File: config.mk
export PLATFORM = sky130hd
export DESIGN_NAME = find_session_controller_core_flat
export DESIGN_NICKNAME = d
export VERILOG_FILES = /design/src/design/fsc_pkg.sv /design/src/design/fsc_event_if.sv /design/src/design/fsc_result_if.sv /design/src/design/fsc_event_logic.sv /design/src/design/find_session_controller_core.sv /design/src/flat_wrapper.sv
export SDC_FILE = /design/constraint.sdc
export NUM_CORES = 2
export LEC_CHECK = 0
export BUFFER_PORTS_ARGS = -buffer_cell sky130_fd_sc_hd__clkbuf_2
export CAP_MARGIN = 20
export CORE_MARGIN = 5
export CORE_UTILIZATION = 50
export CTS_CLUSTER_SIZE = 25
export DETAILED_ROUTE_END_ITERATION = 10
export PLACE_DENSITY_LB_ADDON = 0.2
export RECOVER_POWER = 25
export SLEW_MARGIN = 10
export SYNTH_ARGS = -nofsm -noshare
export SYNTH_HDL_FRONTEND = slang
export SYNTH_SLANG_ARGS = --single-unit
File: constraint.sdc
create_clock -name clk -period 9.4 [get_ports clk]
set_input_delay 1.41 -clock clk [delete_from_list [all_inputs] [get_ports clk]]
set_output_delay 1.41 -clock clk [all_outputs]
set_load 0.01 [all_outputs]
File: src/design/fsc_pkg.sv
package fsc_pkg;

    typedef enum logic [3:0] {
        OP_START         = 4'd0,
        OP_CONFIRM       = 4'd1,
        OP_CANCEL_ARMING = 4'd2,
        OP_STOP          = 4'd3,
        OP_STOP_SESSION  = 4'd4,
        OP_PREEMPT       = 4'd5,
        OP_POLL          = 4'd6,
        OP_ACK_UI        = 4'd7,
        OP_ACK_EVENT     = 4'd8
    } op_t;

    typedef enum logic [3:0] {
        RC_ACCEPTED      = 4'd0,
        RC_ALREADY       = 4'd1,
        RC_BUSY_ALARM    = 4'd2,
        RC_BUSY_TRANSFER = 4'd3,
        RC_RATE_LIMIT    = 4'd4,
        RC_STOPPING      = 4'd5,
        RC_IDLE          = 4'd6,
        RC_STALE         = 4'd7,
        RC_INVALID       = 4'd8,
        RC_NONE          = 4'd9
    } rc_t;

    typedef enum logic [1:0] {
        PH_IDLE     = 2'd0,
        PH_ARMING   = 2'd1,
        PH_ACTIVE   = 2'd2,
        PH_STOPPING = 2'd3
    } phase_t;

    typedef enum logic [2:0] {
        ER_NONE    = 3'd0,
        ER_USER    = 3'd1,
        ER_PHONE   = 3'd2,
        ER_TIMEOUT = 3'd3,
        ER_PREEMPT = 3'd4
    } er_t;

    localparam logic [1:0] T_ACCEPTED  = 2'd0;
    localparam logic [1:0] T_DUPLICATE = 2'd1;
    localparam logic [1:0] T_BUSY      = 2'd2;
    localparam logic [1:0] T_STOP      = 2'd3;

    localparam logic [31:0] WORD_MAX = 32'hFFFF_FFFF;

    typedef struct packed {
        logic [3:0]  operation;
        logic [15:0] request_id;
        logic [31:0] now_tick;
        logic [31:0] duration_ticks;
        logic [31:0] cooldown_ticks;
        logic        alarm_busy;
        logic        transfer_busy;
        logic [2:0]  stop_reason;
    } event_t;

    typedef struct packed {
        phase_t          phase;
        logic [2:0]      reason_now;
        logic [15:0]     session_now;
        logic [31:0]     start_time;
        logic [31:0]     length_now;
        logic [31:0]     cooldown_now;
        logic [15:0]     last_done_session;
        logic            has_done;
        logic [31:0]     last_end_time;
        logic            pending_flag;
        logic [15:0]     pending_session;
        logic [2:0]      pending_reason;
        logic [31:0]     change_count;
        logic [3:0][31:0] tallies;
    } state_t;

    typedef struct packed {
        logic [3:0]  result_code;
        logic        granted;
        logic [1:0]  session_state;
        logic [2:0]  end_reason;
        logic [15:0] current_session;
        logic [31:0] generation;
        logic [31:0] accepted_count;
        logic [31:0] duplicate_count;
        logic [31:0] busy_count;
        logic [31:0] stop_count;
        logic [15:0] event_session;
        logic [2:0]  event_reason;
    } result_t;

endpackage

File: src/design/fsc_event_if.sv
interface fsc_event_if;
    logic        valid;
    logic        ready;
    logic [3:0]  operation;
    logic [15:0] request_id;
    logic [31:0] now_tick;
    logic [31:0] duration_ticks;
    logic [31:0] cooldown_ticks;
    logic        alarm_busy;
    logic        transfer_busy;
    logic [2:0]  stop_reason;

    modport source (
        output valid, operation, request_id, now_tick, duration_ticks,
               cooldown_ticks, alarm_busy, transfer_busy, stop_reason,
        input  ready
    );

    modport sink (
        input  valid, operation, request_id, now_tick, duration_ticks,
               cooldown_ticks, alarm_busy, transfer_busy, stop_reason,
        output ready
    );
endinterface

File: src/design/fsc_result_if.sv
interface fsc_result_if;
    logic        valid;
    logic        ready;
    logic [3:0]  result_code;
    logic        granted;
    logic [1:0]  session_state;
    logic [2:0]  end_reason;
    logic [15:0] current_session;
    logic [31:0] generation;
    logic [31:0] accepted_count;
    logic [31:0] duplicate_count;
    logic [31:0] busy_count;
    logic [31:0] stop_count;
    logic [15:0] event_session;
    logic [2:0]  event_reason;

    modport source (
        output valid, result_code, granted, session_state, end_reason,
               current_session, generation, accepted_count, duplicate_count,
               busy_count, stop_count, event_session, event_reason,
        input  ready
    );

    modport sink (
        input  valid, result_code, granted, session_state, end_reason,
               current_session, generation, accepted_count, duplicate_count,
               busy_count, stop_count, event_session, event_reason,
        output ready
    );
endinterface

File: src/design/fsc_event_logic.sv
module fsc_event_logic
(
    input  fsc_pkg::state_t  state,
    input  fsc_pkg::event_t  ev,
    output fsc_pkg::state_t  state_next,
    output fsc_pkg::result_t result
);

    // Saturating tally bump.
    function automatic fsc_pkg::state_t bump(fsc_pkg::state_t s, logic [1:0] which);
        fsc_pkg::state_t r;
        r = s;
        if (s.tallies[which] != fsc_pkg::WORD_MAX)
        begin
            r.tallies[which] = s.tallies[which] + 32'd1;
        end
        return r;
    endfunction

    // Move an arming or active session into stopping.
    function automatic fsc_pkg::state_t enter_stop(fsc_pkg::state_t s, logic [2:0] why);
        fsc_pkg::state_t r;
        r = s;
        if (s.phase == fsc_pkg::PH_ACTIVE || s.phase == fsc_pkg::PH_ARMING)
        begin
            r.phase        = fsc_pkg::PH_STOPPING;
            r.reason_now   = why;
            r.change_count = s.change_count + 32'd1;
            r              = bump(r, fsc_pkg::T_STOP);
        end
        return r;
    endfunction

    fsc_pkg::state_t st;
    fsc_pkg::rc_t    rc;
    logic            grant;
    logic            reason_ok;
    logic            live;
    logic [31:0]     since_end;
    logic [31:0]     since_start;

    assign reason_ok   = (ev.stop_reason == fsc_pkg::ER_USER) ||
                         (ev.stop_reason == fsc_pkg::ER_PHONE);
    assign live        = (state.phase == fsc_pkg::PH_ACTIVE) ||
                         (state.phase == fsc_pkg::PH_ARMING);
    assign since_end   = ev.now_tick - state.last_end_time;
    assign since_start = ev.now_tick - state.start_time;

    always_comb
    begin
        st    = state;
        rc    = fsc_pkg::RC_NONE;
        grant = 1'b0;
        unique case (ev.operation) inside
            fsc_pkg::OP_START:
            begin
                if (ev.request_id == 16'd0 || ev.duration_ticks == 32'd0)
                begin
                    rc = fsc_pkg::RC_INVALID;
                end
                else if (live)
                begin
                    if (ev.request_id == state.session_now)
                    begin
                        st = bump(st, fsc_pkg::T_DUPLICATE);
                        rc = fsc_pkg::RC_ACCEPTED;
                    end
                    else
                    begin
                        rc = fsc_pkg::RC_ALREADY;
                    end
                end
                else if (state.phase == fsc_pkg::PH_STOPPING)
                begin
                    rc = fsc_pkg::RC_ALREADY;
                end
                else if (state.has_done && ev.request_id == state.last_done_session)
                begin
                    st = bump(st, fsc_pkg::T_DUPLICATE);
                    rc = fsc_pkg::RC_STALE;
                end
                else if (state.pending_flag)
                begin
                    rc = fsc_pkg::RC_RATE_LIMIT;
                end
                else if (ev.alarm_busy)
                begin
                    st = bump(st, fsc_pkg::T_BUSY);
                    rc = fsc_pkg::RC_BUSY_ALARM;
                end
                else if (ev.transfer_busy)
                begin
                    st = bump(st, fsc_pkg::T_BUSY);
                    rc = fsc_pkg::RC_BUSY_TRANSFER;
                end
                else if (state.has_done && since_end < state.cooldown_now)
                begin
                    rc = fsc_pkg::RC_RATE_LIMIT;
                end
                else
                begin
                    st.phase        = fsc_pkg::PH_ARMING;
                    st.reason_now   = fsc_pkg::ER_NONE;
                    st.session_now  = ev.request_id;
                    st.start_time   = ev.now_tick;
                    st.length_now   = ev.duration_ticks;
                    st.cooldown_now = ev.cooldown_ticks;
                    st.change_count = state.change_count + 32'd1;
                    st              = bump(st, fsc_pkg::T_ACCEPTED);
                    grant           = 1'b1;
                    rc              = fsc_pkg::RC_ACCEPTED;
                end
            end
            fsc_pkg::OP_CONFIRM:
            begin
                if (state.phase == fsc_pkg::PH_ARMING && ev.request_id == state.session_now)
                begin
                    st.phase        = fsc_pkg::PH_ACTIVE;
                    st.change_count = state.change_count + 32'd1;
                    grant           = 1'b1;
                end
            end
            fsc_pkg::OP_CANCEL_ARMING:
            begin
                if (state.phase == fsc_pkg::PH_ARMING && ev.request_id == state.session_now)
                begin
                    st.phase        = fsc_pkg::PH_IDLE;
                    st.reason_now   = fsc_pkg::ER_NONE;
                    st.session_now  = 16'd0;
                    st.start_time   = 32'd0;
                    st.length_now   = 32'd0;
                    st.change_count = state.change_count + 32'd1;
                end
            end
            fsc_pkg::OP_STOP, fsc_pkg::OP_STOP_SESSION:
            begin
                if (ev.operation == fsc_pkg::OP_STOP_SESSION && ev.request_id == 16'd0)
                begin
                    rc = fsc_pkg::RC_INVALID;
                end
                else if (ev.operation == fsc_pkg::OP_STOP_SESSION &&
                         (state.phase == fsc_pkg::PH_ACTIVE ||
                          state.phase == fsc_pkg::PH_STOPPING) &&
                         ev.request_id != state.session_now)
                begin
                    rc = fsc_pkg::RC_STALE;
                end
                else if (!reason_ok)
                begin
                    rc = fsc_pkg::RC_INVALID;
                end
                else if (state.phase == fsc_pkg::PH_ACTIVE)
                begin
                    st = enter_stop(st, ev.stop_reason);
                    rc = fsc_pkg::RC_STOPPING;
                end
                else if (state.phase == fsc_pkg::PH_STOPPING)
                begin
                    rc = fsc_pkg::RC_STOPPING;
                end
                else
                begin
                    rc = fsc_pkg::RC_IDLE;
                end
            end
            fsc_pkg::OP_PREEMPT:
            begin
                st = enter_stop(st, fsc_pkg::ER_PREEMPT);
            end
            fsc_pkg::OP_POLL:
            begin
                if (state.phase == fsc_pkg::PH_ACTIVE && since_start >= state.length_now)
                begin
                    st = enter_stop(st, fsc_pkg::ER_TIMEOUT);
                end
            end
            fsc_pkg::OP_ACK_UI:
            begin
                if (state.phase == fsc_pkg::PH_STOPPING)
                begin
                    st.pending_session   = state.session_now;
                    st.pending_reason    = state.reason_now;
                    st.pending_flag      = 1'b1;
                    st.last_done_session = state.session_now;
                    st.has_done          = 1'b1;
                    st.last_end_time     = ev.now_tick;
                    st.phase             = fsc_pkg::PH_IDLE;
                    st.session_now       = 16'd0;
                    st.start_time        = 32'd0;
                    st.length_now        = 32'd0;
                    st.change_count      = state.change_count + 32'd1;
                    grant                = 1'b1;
                end
            end
            fsc_pkg::OP_ACK_EVENT:
            begin
                st.pending_flag = 1'b0;
            end
            default:
            begin
                st = state;
            end
        endcase
    end

    assign state_next = st;

    always_comb
    begin
        result.result_code     = rc;
        result.granted         = grant;
        result.session_state   = st.phase;
        result.end_reason      = st.reason_now;
        result.current_session = st.session_now;
        result.generation      = st.change_count;
        result.accepted_count  = st.tallies[fsc_pkg::T_ACCEPTED];
        result.duplicate_count = st.tallies[fsc_pkg::T_DUPLICATE];
        result.busy_count      = st.tallies[fsc_pkg::T_BUSY];
        result.stop_count      = st.tallies[fsc_pkg::T_STOP];
        result.event_session   = st.pending_flag ? st.pending_session : 16'd0;
        result.event_reason    = st.pending_flag ? st.pending_reason : 3'd0;
    end

endmodule

File: src/design/find_session_controller_core.sv
// Session controller core. Each item on "events" is one controller event
// (start, confirm, cancel arming, stop, stop for a session, alarm preempt,
// timeout poll, UI stopped acknowledge, end-event acknowledge) and yields
// exactly one item on "results": the outcome code, the grant flag and a
// snapshot of phase, current session, generation, the four saturating
// tallies and the pending end event as they stand after that event.
// An event is captured in an input register, evaluated by one pass of
// compare and 32-bit subtract logic against the controller state, and the
// outcome lands in the result register in the same edge that updates the
// state. The result is presented from the result register, so an accepted
// event passes through the input register and then the result register;
// one event per cycle is sustained while the result side keeps taking items.
// The input register takes a new event while the previous result waits;
// once both registers are full, a stall on the result side holds the event
// side as well.
// Reset clears the controller to idle with all counters at zero.
module find_session_controller_core
(
    input  logic                clk,
    input  logic                rst_n,
    fsc_event_if.sink           events,
    fsc_result_if.source        results
);

    // Input stage: captured event waiting for evaluation.
    fsc_pkg::event_t  ev_reg;
    fsc_pkg::event_t  ev_next;
    logic             ev_valid_reg;
    logic             ev_valid_next;

    // Controller state, updated as each event is evaluated.
    fsc_pkg::state_t  state_reg;
    fsc_pkg::state_t  state_next;

    // Output stage: result waiting for the consumer.
    fsc_pkg::result_t res_reg;
    fsc_pkg::result_t res_next;
    logic             res_valid_reg;
    logic             res_valid_next;

    fsc_pkg::state_t  eval_state;
    fsc_pkg::result_t eval_result;
    logic             advance;
    logic             take_in;

    fsc_event_logic u_logic
    (
        .state      (state_reg),
        .ev         (ev_reg),
        .state_next (eval_state),
        .result     (eval_result)
    );

    // Evaluate the held event when the result register is free or drains now.
    assign advance      = ev_valid_reg && (!res_valid_reg || results.ready);
    assign events.ready = !ev_valid_reg || advance;
    assign take_in      = events.valid && events.ready;

    always_comb
    begin
        ev_next       = ev_reg;
        ev_valid_next = ev_valid_reg;
        if (take_in)
        begin
            ev_next.operation      = events.operation;
            ev_next.request_id     = events.request_id;
            ev_next.now_tick       = events.now_tick;
            ev_next.duration_ticks = events.duration_ticks;
            ev_next.cooldown_ticks = events.cooldown_ticks;
            ev_next.alarm_busy     = events.alarm_busy;
            ev_next.transfer_busy  = events.transfer_busy;
            ev_next.stop_reason    = events.stop_reason;
            ev_valid_next          = 1'b1;
        end
        else if (advance)
        begin
            ev_valid_next = 1'b0;
        end
    end

    always_comb
    begin
        state_next     = state_reg;
        res_next       = res_reg;
        res_valid_next = res_valid_reg;
        if (advance)
        begin
            state_next     = eval_state;
            res_next       = eval_result;
            res_valid_next = 1'b1;
        end
        else if (results.ready)
        begin
            // Drop the delivered result.
            res_valid_next = 1'b0;
        end
    end

    always_ff @(posedge clk or negedge rst_n)
    begin
        if (!rst_n)
        begin
            ev_valid_reg  <= 1'b0;
            res_valid_reg <= 1'b0;
            state_reg     <= '0;
        end
        else
        begin
            ev_valid_reg  <= ev_valid_next;
            res_valid_reg <= res_valid_next;
            state_reg     <= state_next;
        end
    end

    // Payload registers hold without reset.
    always_ff @(posedge clk)
    begin
        ev_reg  <= ev_next;
        res_reg <= res_next;
    end

    assign results.valid           = res_valid_reg;
    assign results.result_code     = res_reg.result_code;
    assign results.granted         = res_reg.granted;
    assign results.session_state   = res_reg.session_state;
    assign results.end_reason      = res_reg.end_reason;
    assign results.current_session = res_reg.current_session;
    assign results.generation      = res_reg.generation;
    assign results.accepted_count  = res_reg.accepted_count;
    assign results.duplicate_count = res_reg.duplicate_count;
    assign results.busy_count      = res_reg.busy_count;
    assign results.stop_count      = res_reg.stop_count;
    assign results.event_session   = res_reg.event_session;
    assign results.event_reason    = res_reg.event_reason;

endmodule
File: src/flat_wrapper.sv
// flat-port wrapper written by rule: the top's interface ports become plain ports
module find_session_controller_core_flat 
  (clk, rst_n, events_valid, events_operation, events_request_id, events_now_tick, events_duration_ticks, events_cooldown_ticks, events_alarm_busy, events_transfer_busy, events_stop_reason, events_ready, results_valid, results_result_code, results_granted, results_session_state, results_end_reason, results_current_session, results_generation, results_accepted_count, results_duplicate_count, results_busy_count, results_stop_count, results_event_session, results_event_reason, results_ready);
  fsc_event_if events_i ();
  fsc_result_if results_i ();
  input  logic clk;
  input  logic rst_n;
  input wire logic [$bits(events_i.valid)-1:0] events_valid;
  input wire logic [$bits(events_i.operation)-1:0] events_operation;
  input wire logic [$bits(events_i.request_id)-1:0] events_request_id;
  input wire logic [$bits(events_i.now_tick)-1:0] events_now_tick;
  input wire logic [$bits(events_i.duration_ticks)-1:0] events_duration_ticks;
  input wire logic [$bits(events_i.cooldown_ticks)-1:0] events_cooldown_ticks;
  input wire logic [$bits(events_i.alarm_busy)-1:0] events_alarm_busy;
  input wire logic [$bits(events_i.transfer_busy)-1:0] events_transfer_busy;
  input wire logic [$bits(events_i.stop_reason)-1:0] events_stop_reason;
  output wire logic [$bits(events_i.ready)-1:0] events_ready;
  output wire logic [$bits(results_i.valid)-1:0] results_valid;
  output wire logic [$bits(results_i.result_code)-1:0] results_result_code;
  output wire logic [$bits(results_i.granted)-1:0] results_granted;
  output wire logic [$bits(results_i.session_state)-1:0] results_session_state;
  output wire logic [$bits(results_i.end_reason)-1:0] results_end_reason;
  output wire logic [$bits(results_i.current_session)-1:0] results_current_session;
  output wire logic [$bits(results_i.generation)-1:0] results_generation;
  output wire logic [$bits(results_i.accepted_count)-1:0] results_accepted_count;
  output wire logic [$bits(results_i.duplicate_count)-1:0] results_duplicate_count;
  output wire logic [$bits(results_i.busy_count)-1:0] results_busy_count;
  output wire logic [$bits(results_i.stop_count)-1:0] results_stop_count;
  output wire logic [$bits(results_i.event_session)-1:0] results_event_session;
  output wire logic [$bits(results_i.event_reason)-1:0] results_event_reason;
  input wire logic [$bits(results_i.ready)-1:0] results_ready;
  assign events_i.valid = events_valid;
  assign events_i.operation = events_operation;
  assign events_i.request_id = events_request_id;
  assign events_i.now_tick = events_now_tick;
  assign events_i.duration_ticks = events_duration_ticks;
  assign events_i.cooldown_ticks = events_cooldown_ticks;
  assign events_i.alarm_busy = events_alarm_busy;
  assign events_i.transfer_busy = events_transfer_busy;
  assign events_i.stop_reason = events_stop_reason;
  assign events_ready = events_i.ready;
  assign results_valid = results_i.valid;
  assign results_result_code = results_i.result_code;
  assign results_granted = results_i.granted;
  assign results_session_state = results_i.session_state;
  assign results_end_reason = results_i.end_reason;
  assign results_current_session = results_i.current_session;
  assign results_generation = results_i.generation;
  assign results_accepted_count = results_i.accepted_count;
  assign results_duplicate_count = results_i.duplicate_count;
  assign results_busy_count = results_i.busy_count;
  assign results_stop_count = results_i.stop_count;
  assign results_event_session = results_i.event_session;
  assign results_event_reason = results_i.event_reason;
  assign results_i.ready = results_ready;
  find_session_controller_core u_core (.clk(clk), .rst_n(rst_n), .events(events_i), .results(results_i));
endmodule
==> run metrics <==
pwr/cell area=206 nW/µm²; share of cells above drive strength 1=between 10% and 20%; Diodes inserted=0; Final setup violation count=0; most numerous cell in the Yosys netlist=nand2_1; Die Height=269 µm; Die Width=roughly 270 µm; total power=7.94 mW; setup tns final=0 ns; final std cells w/o fill=4338; failing checks=max-capacitance violations, max-slew violations; fillers=5649; initial antenna violation count=2; relative slew slack=-325%; Max Freq=between 0.1 and 0.15 GHz; Layout Area Growth over Synthesis=14.4%; CTS sink count=674; register bit count reported by yosys=674; Post-Route WL=85.9 mm; Max FO, Critical Path=44; die area=72500 µm²; largest cells by area after synthesis=edfxtp_1 29%, dfrtp_1 26%, xnor2_1 5.8%; Clock Tree Buf Depth=3; Int Pwr=between 5 and 6 mW; switching share of power=28.1%; routed wl met3=4.80 mm; CTS tree=yes; drt wl/cell=19.8 µm; Netlist cell types=88; largest net degree at the start of global routing=170; Slew @ Worst Pin=6.37 ns; PortBufs=331; max-slew violations=around 160; Largest register FFs=346; final instance area=38500 µm²; number of synthesized flops with an enable pin=326; Worst-Skew Late Latency=about 0.62 ns; sequential power share=44.3%; initial core utilization=50.3%; area leader, netlist=edfxtp_1; clock root buffer=clkbuf_16; Global Route Usage Sum=a little under a quarter; antenna-violating nets left=0; clk_skew=approximately 0.025 ns; critical path startpoint=u_core.ev_reg[75]; # H-tree levels=3; flop2flop setup slack=around 2.0 ns; Worst-path clk slew=0.06 ns; router iterations before antenna repair=5; Critical R2R Launch=u_core.ev_reg[75]; post-layout min period=7.40 ns; Syn Nets=3362; worst setup path endpoint=u_core.state_reg[314]; hold_ws=0.461 ns; outcome=complete, but fails checks; Worst setup SP type=register; Yosys top cell area share=29.1%; row cnt=95; met1 wire length=between 30 and 40 mm; Cells after Synth=3099; Syn Area/Cell=10.9 µm²; Data required, critical path=9.94 ns; RePlAce Congestion=0.922; Clk pwr share=37.7%; Peak supply drop=0.176 mV; R2R cell count=22; DPL Wire Length=61.3 mm; placed cell count=4200; Setup Crit Path Kind=reg -> reg; Core ar.=66900 µm²; worst min-delay path class=reg -> reg; RSZ-0062 raised after global routing=no; Crit Reg-Reg Endpoint=u_core.state_reg[314]; final hold violations=0; drc violations=0; top sig layer=met5; Gate power share=18.0%; Vias=24700; Synth Flop Type=dfrtp_1; vias in the first global route=24900; commonest cells in the netlist=388 x nand2_1, 348 x dfrtp_1, 326 x edfxtp_1; # Post-CTS Setup Buffers=0; CP Data Arrival Time=7.94 ns; Post-DP Area=36100 µm²; sequential area share after synthesis=55.0%; met2 WL post-DR=~41 mm; total area of sequential cells=18500 µm²; first-pass GRT wire length=around 140 mm; Max-cap violations=2; number of buffers created by CTS=74; LEAKAGE=about 17 nW; I/O Pins=332; GRT overflow=0; multi-input logic area=14000 µm²; Iteration-0 DRC Markers=1837; via/cell ratio=5.70; nets=~3700; Post-synth ARST share=51.6%; YS warnings=0; P_sw=around 2.2 mW; CP endpoint kind=register; Mapped Area=33600 µm²; final worst-path cycle share=roughly four fifths; CTS Hold Bufs=0; post-CTS resize count=0
[placed cells by master (no fill, tap or decap), types with 25 or more instances in the layout]
cell | Yosys | routed
nor2_1 | 198 | 196
and2_1 | 29 | 25
and3_1 | 48 | 48
xnor2_1 | 223 | 223
clkbuf_1 | 81 | 121
a22o_1 | 100 | 100
xor2_1 | 130 | 130
nor3_1 | 63 | 63
o21ai_0 | 123 | 124
clkbuf_16 | 0 | 76
a21o_1 | 43 | 43
nor4_1 | 31 | 31
dfrtp_1 | 348 | 348
nand2_1 | 388 | 388
edfxtp_1 | 326 | 326
nand3_1 | 142 | 142
nand4_1 | 61 | 61
a21oi_1 | 126 | 126
clkbuf_2 | 1 | 228
inv_1 | 159 | 159
ha_1 | 136 | 136
[stage by stage]
step	setup slack, ns	util [%]
after floorplan	0.764	-
after global placement	2.19	54.0
after detailed placement	2.02	54.0
after CTS	1.96	57.7
after global routing	1.20	57.5
final	2.00	57.5
[kinds of logic (layout without fill, tap and decap cells)]
logic type | Yosys count | count (layout) | share of synthesized area (%)
adders and majority gates | 138 | 138 | 5.18
xor gates and xnor gates | 353 | 353 | 9.19
and+or+nand+nor | 1053 | 1053 | 14.9
DFF | 674 | 674 | 55.0
buffers and inverters | 285 | 651 | 3.32
muxes | 26 | 26 | 0.871
AOI/OAI and AO/OA | 570 | 570 | 11.6
[worst min-delay path by stage]
stage,start,end,slack (ns),cells past startpoint
floorplan,u_core.state_reg[229],u_core.state_reg[229],0.44,2
global placement,u_core.ev_reg[13],u_core.state_reg[237],0.46,2
detailed placement,u_core.ev_reg[27],u_core.state_reg[251],0.46,2
CTS,u_core.ev_reg[29],u_core.state_reg[253],0.47,2
global route,u_core.state_reg[160],u_core.state_reg[160],0.49,2
finish,u_core.ev_reg[31],u_core.state_reg[255],0.46,2
[critical path, cell delays in order (launching register included)]
cell	delay, ns
edfxtp_1	0.45
ha_1	0.39
a21o_1	0.20
a21o_1	0.19
a2111oi_1	0.49
a31oi_1	0.27
o41ai_1	0.74
o21bai_1	0.17
a31o_2	0.27
a21oi_1	0.19
xnor2_1	0.09
ha_1	0.18
a21o_1	0.17
a211oi_1	0.25
o31ai_1	0.11
a221oi_1	0.35
o21ai_1	0.18
buf_4	0.22
and2_1	0.17
o22ai_2	0.71
nand2b_2	0.90
buf_4	0.41
a22o_1	0.19
[cell type report]
type,count,share of cell area (%)
Sequential cell,674,48.1
Multi-Input combinational cell,2140,36.5
Clock buffer,95,5.21
Timing Repair Buffer,352,4.45
Tap cell,873,2.84
Inverter,161,1.59
Clock inverter,43,1.33
[routing by layer]
metal  GRT usage [%]  up-vias
li1                -    11700
met3            3.78      170
met1            30.8    12100
met4            7.94        2
met5               0        -
met2            38.6      778
[power groups by stage]
| stage | logic (mW) | registers (mW) | clock network (mW) |
|---|---|---|---|
| global route | 1.61 | 3.54 | 3.19 |
| global placement | 1.40 | 3.56 | 0 |
| detailed placement | 1.43 | 3.57 | 0 |
| CTS | 1.44 | 3.51 | 3.06 |
| floorplan | 0.982 | 3.56 | 0 |
| finish | 1.43 | 3.52 | 2.99 |
Note: power is estimated with default switching activity, not from simulation.
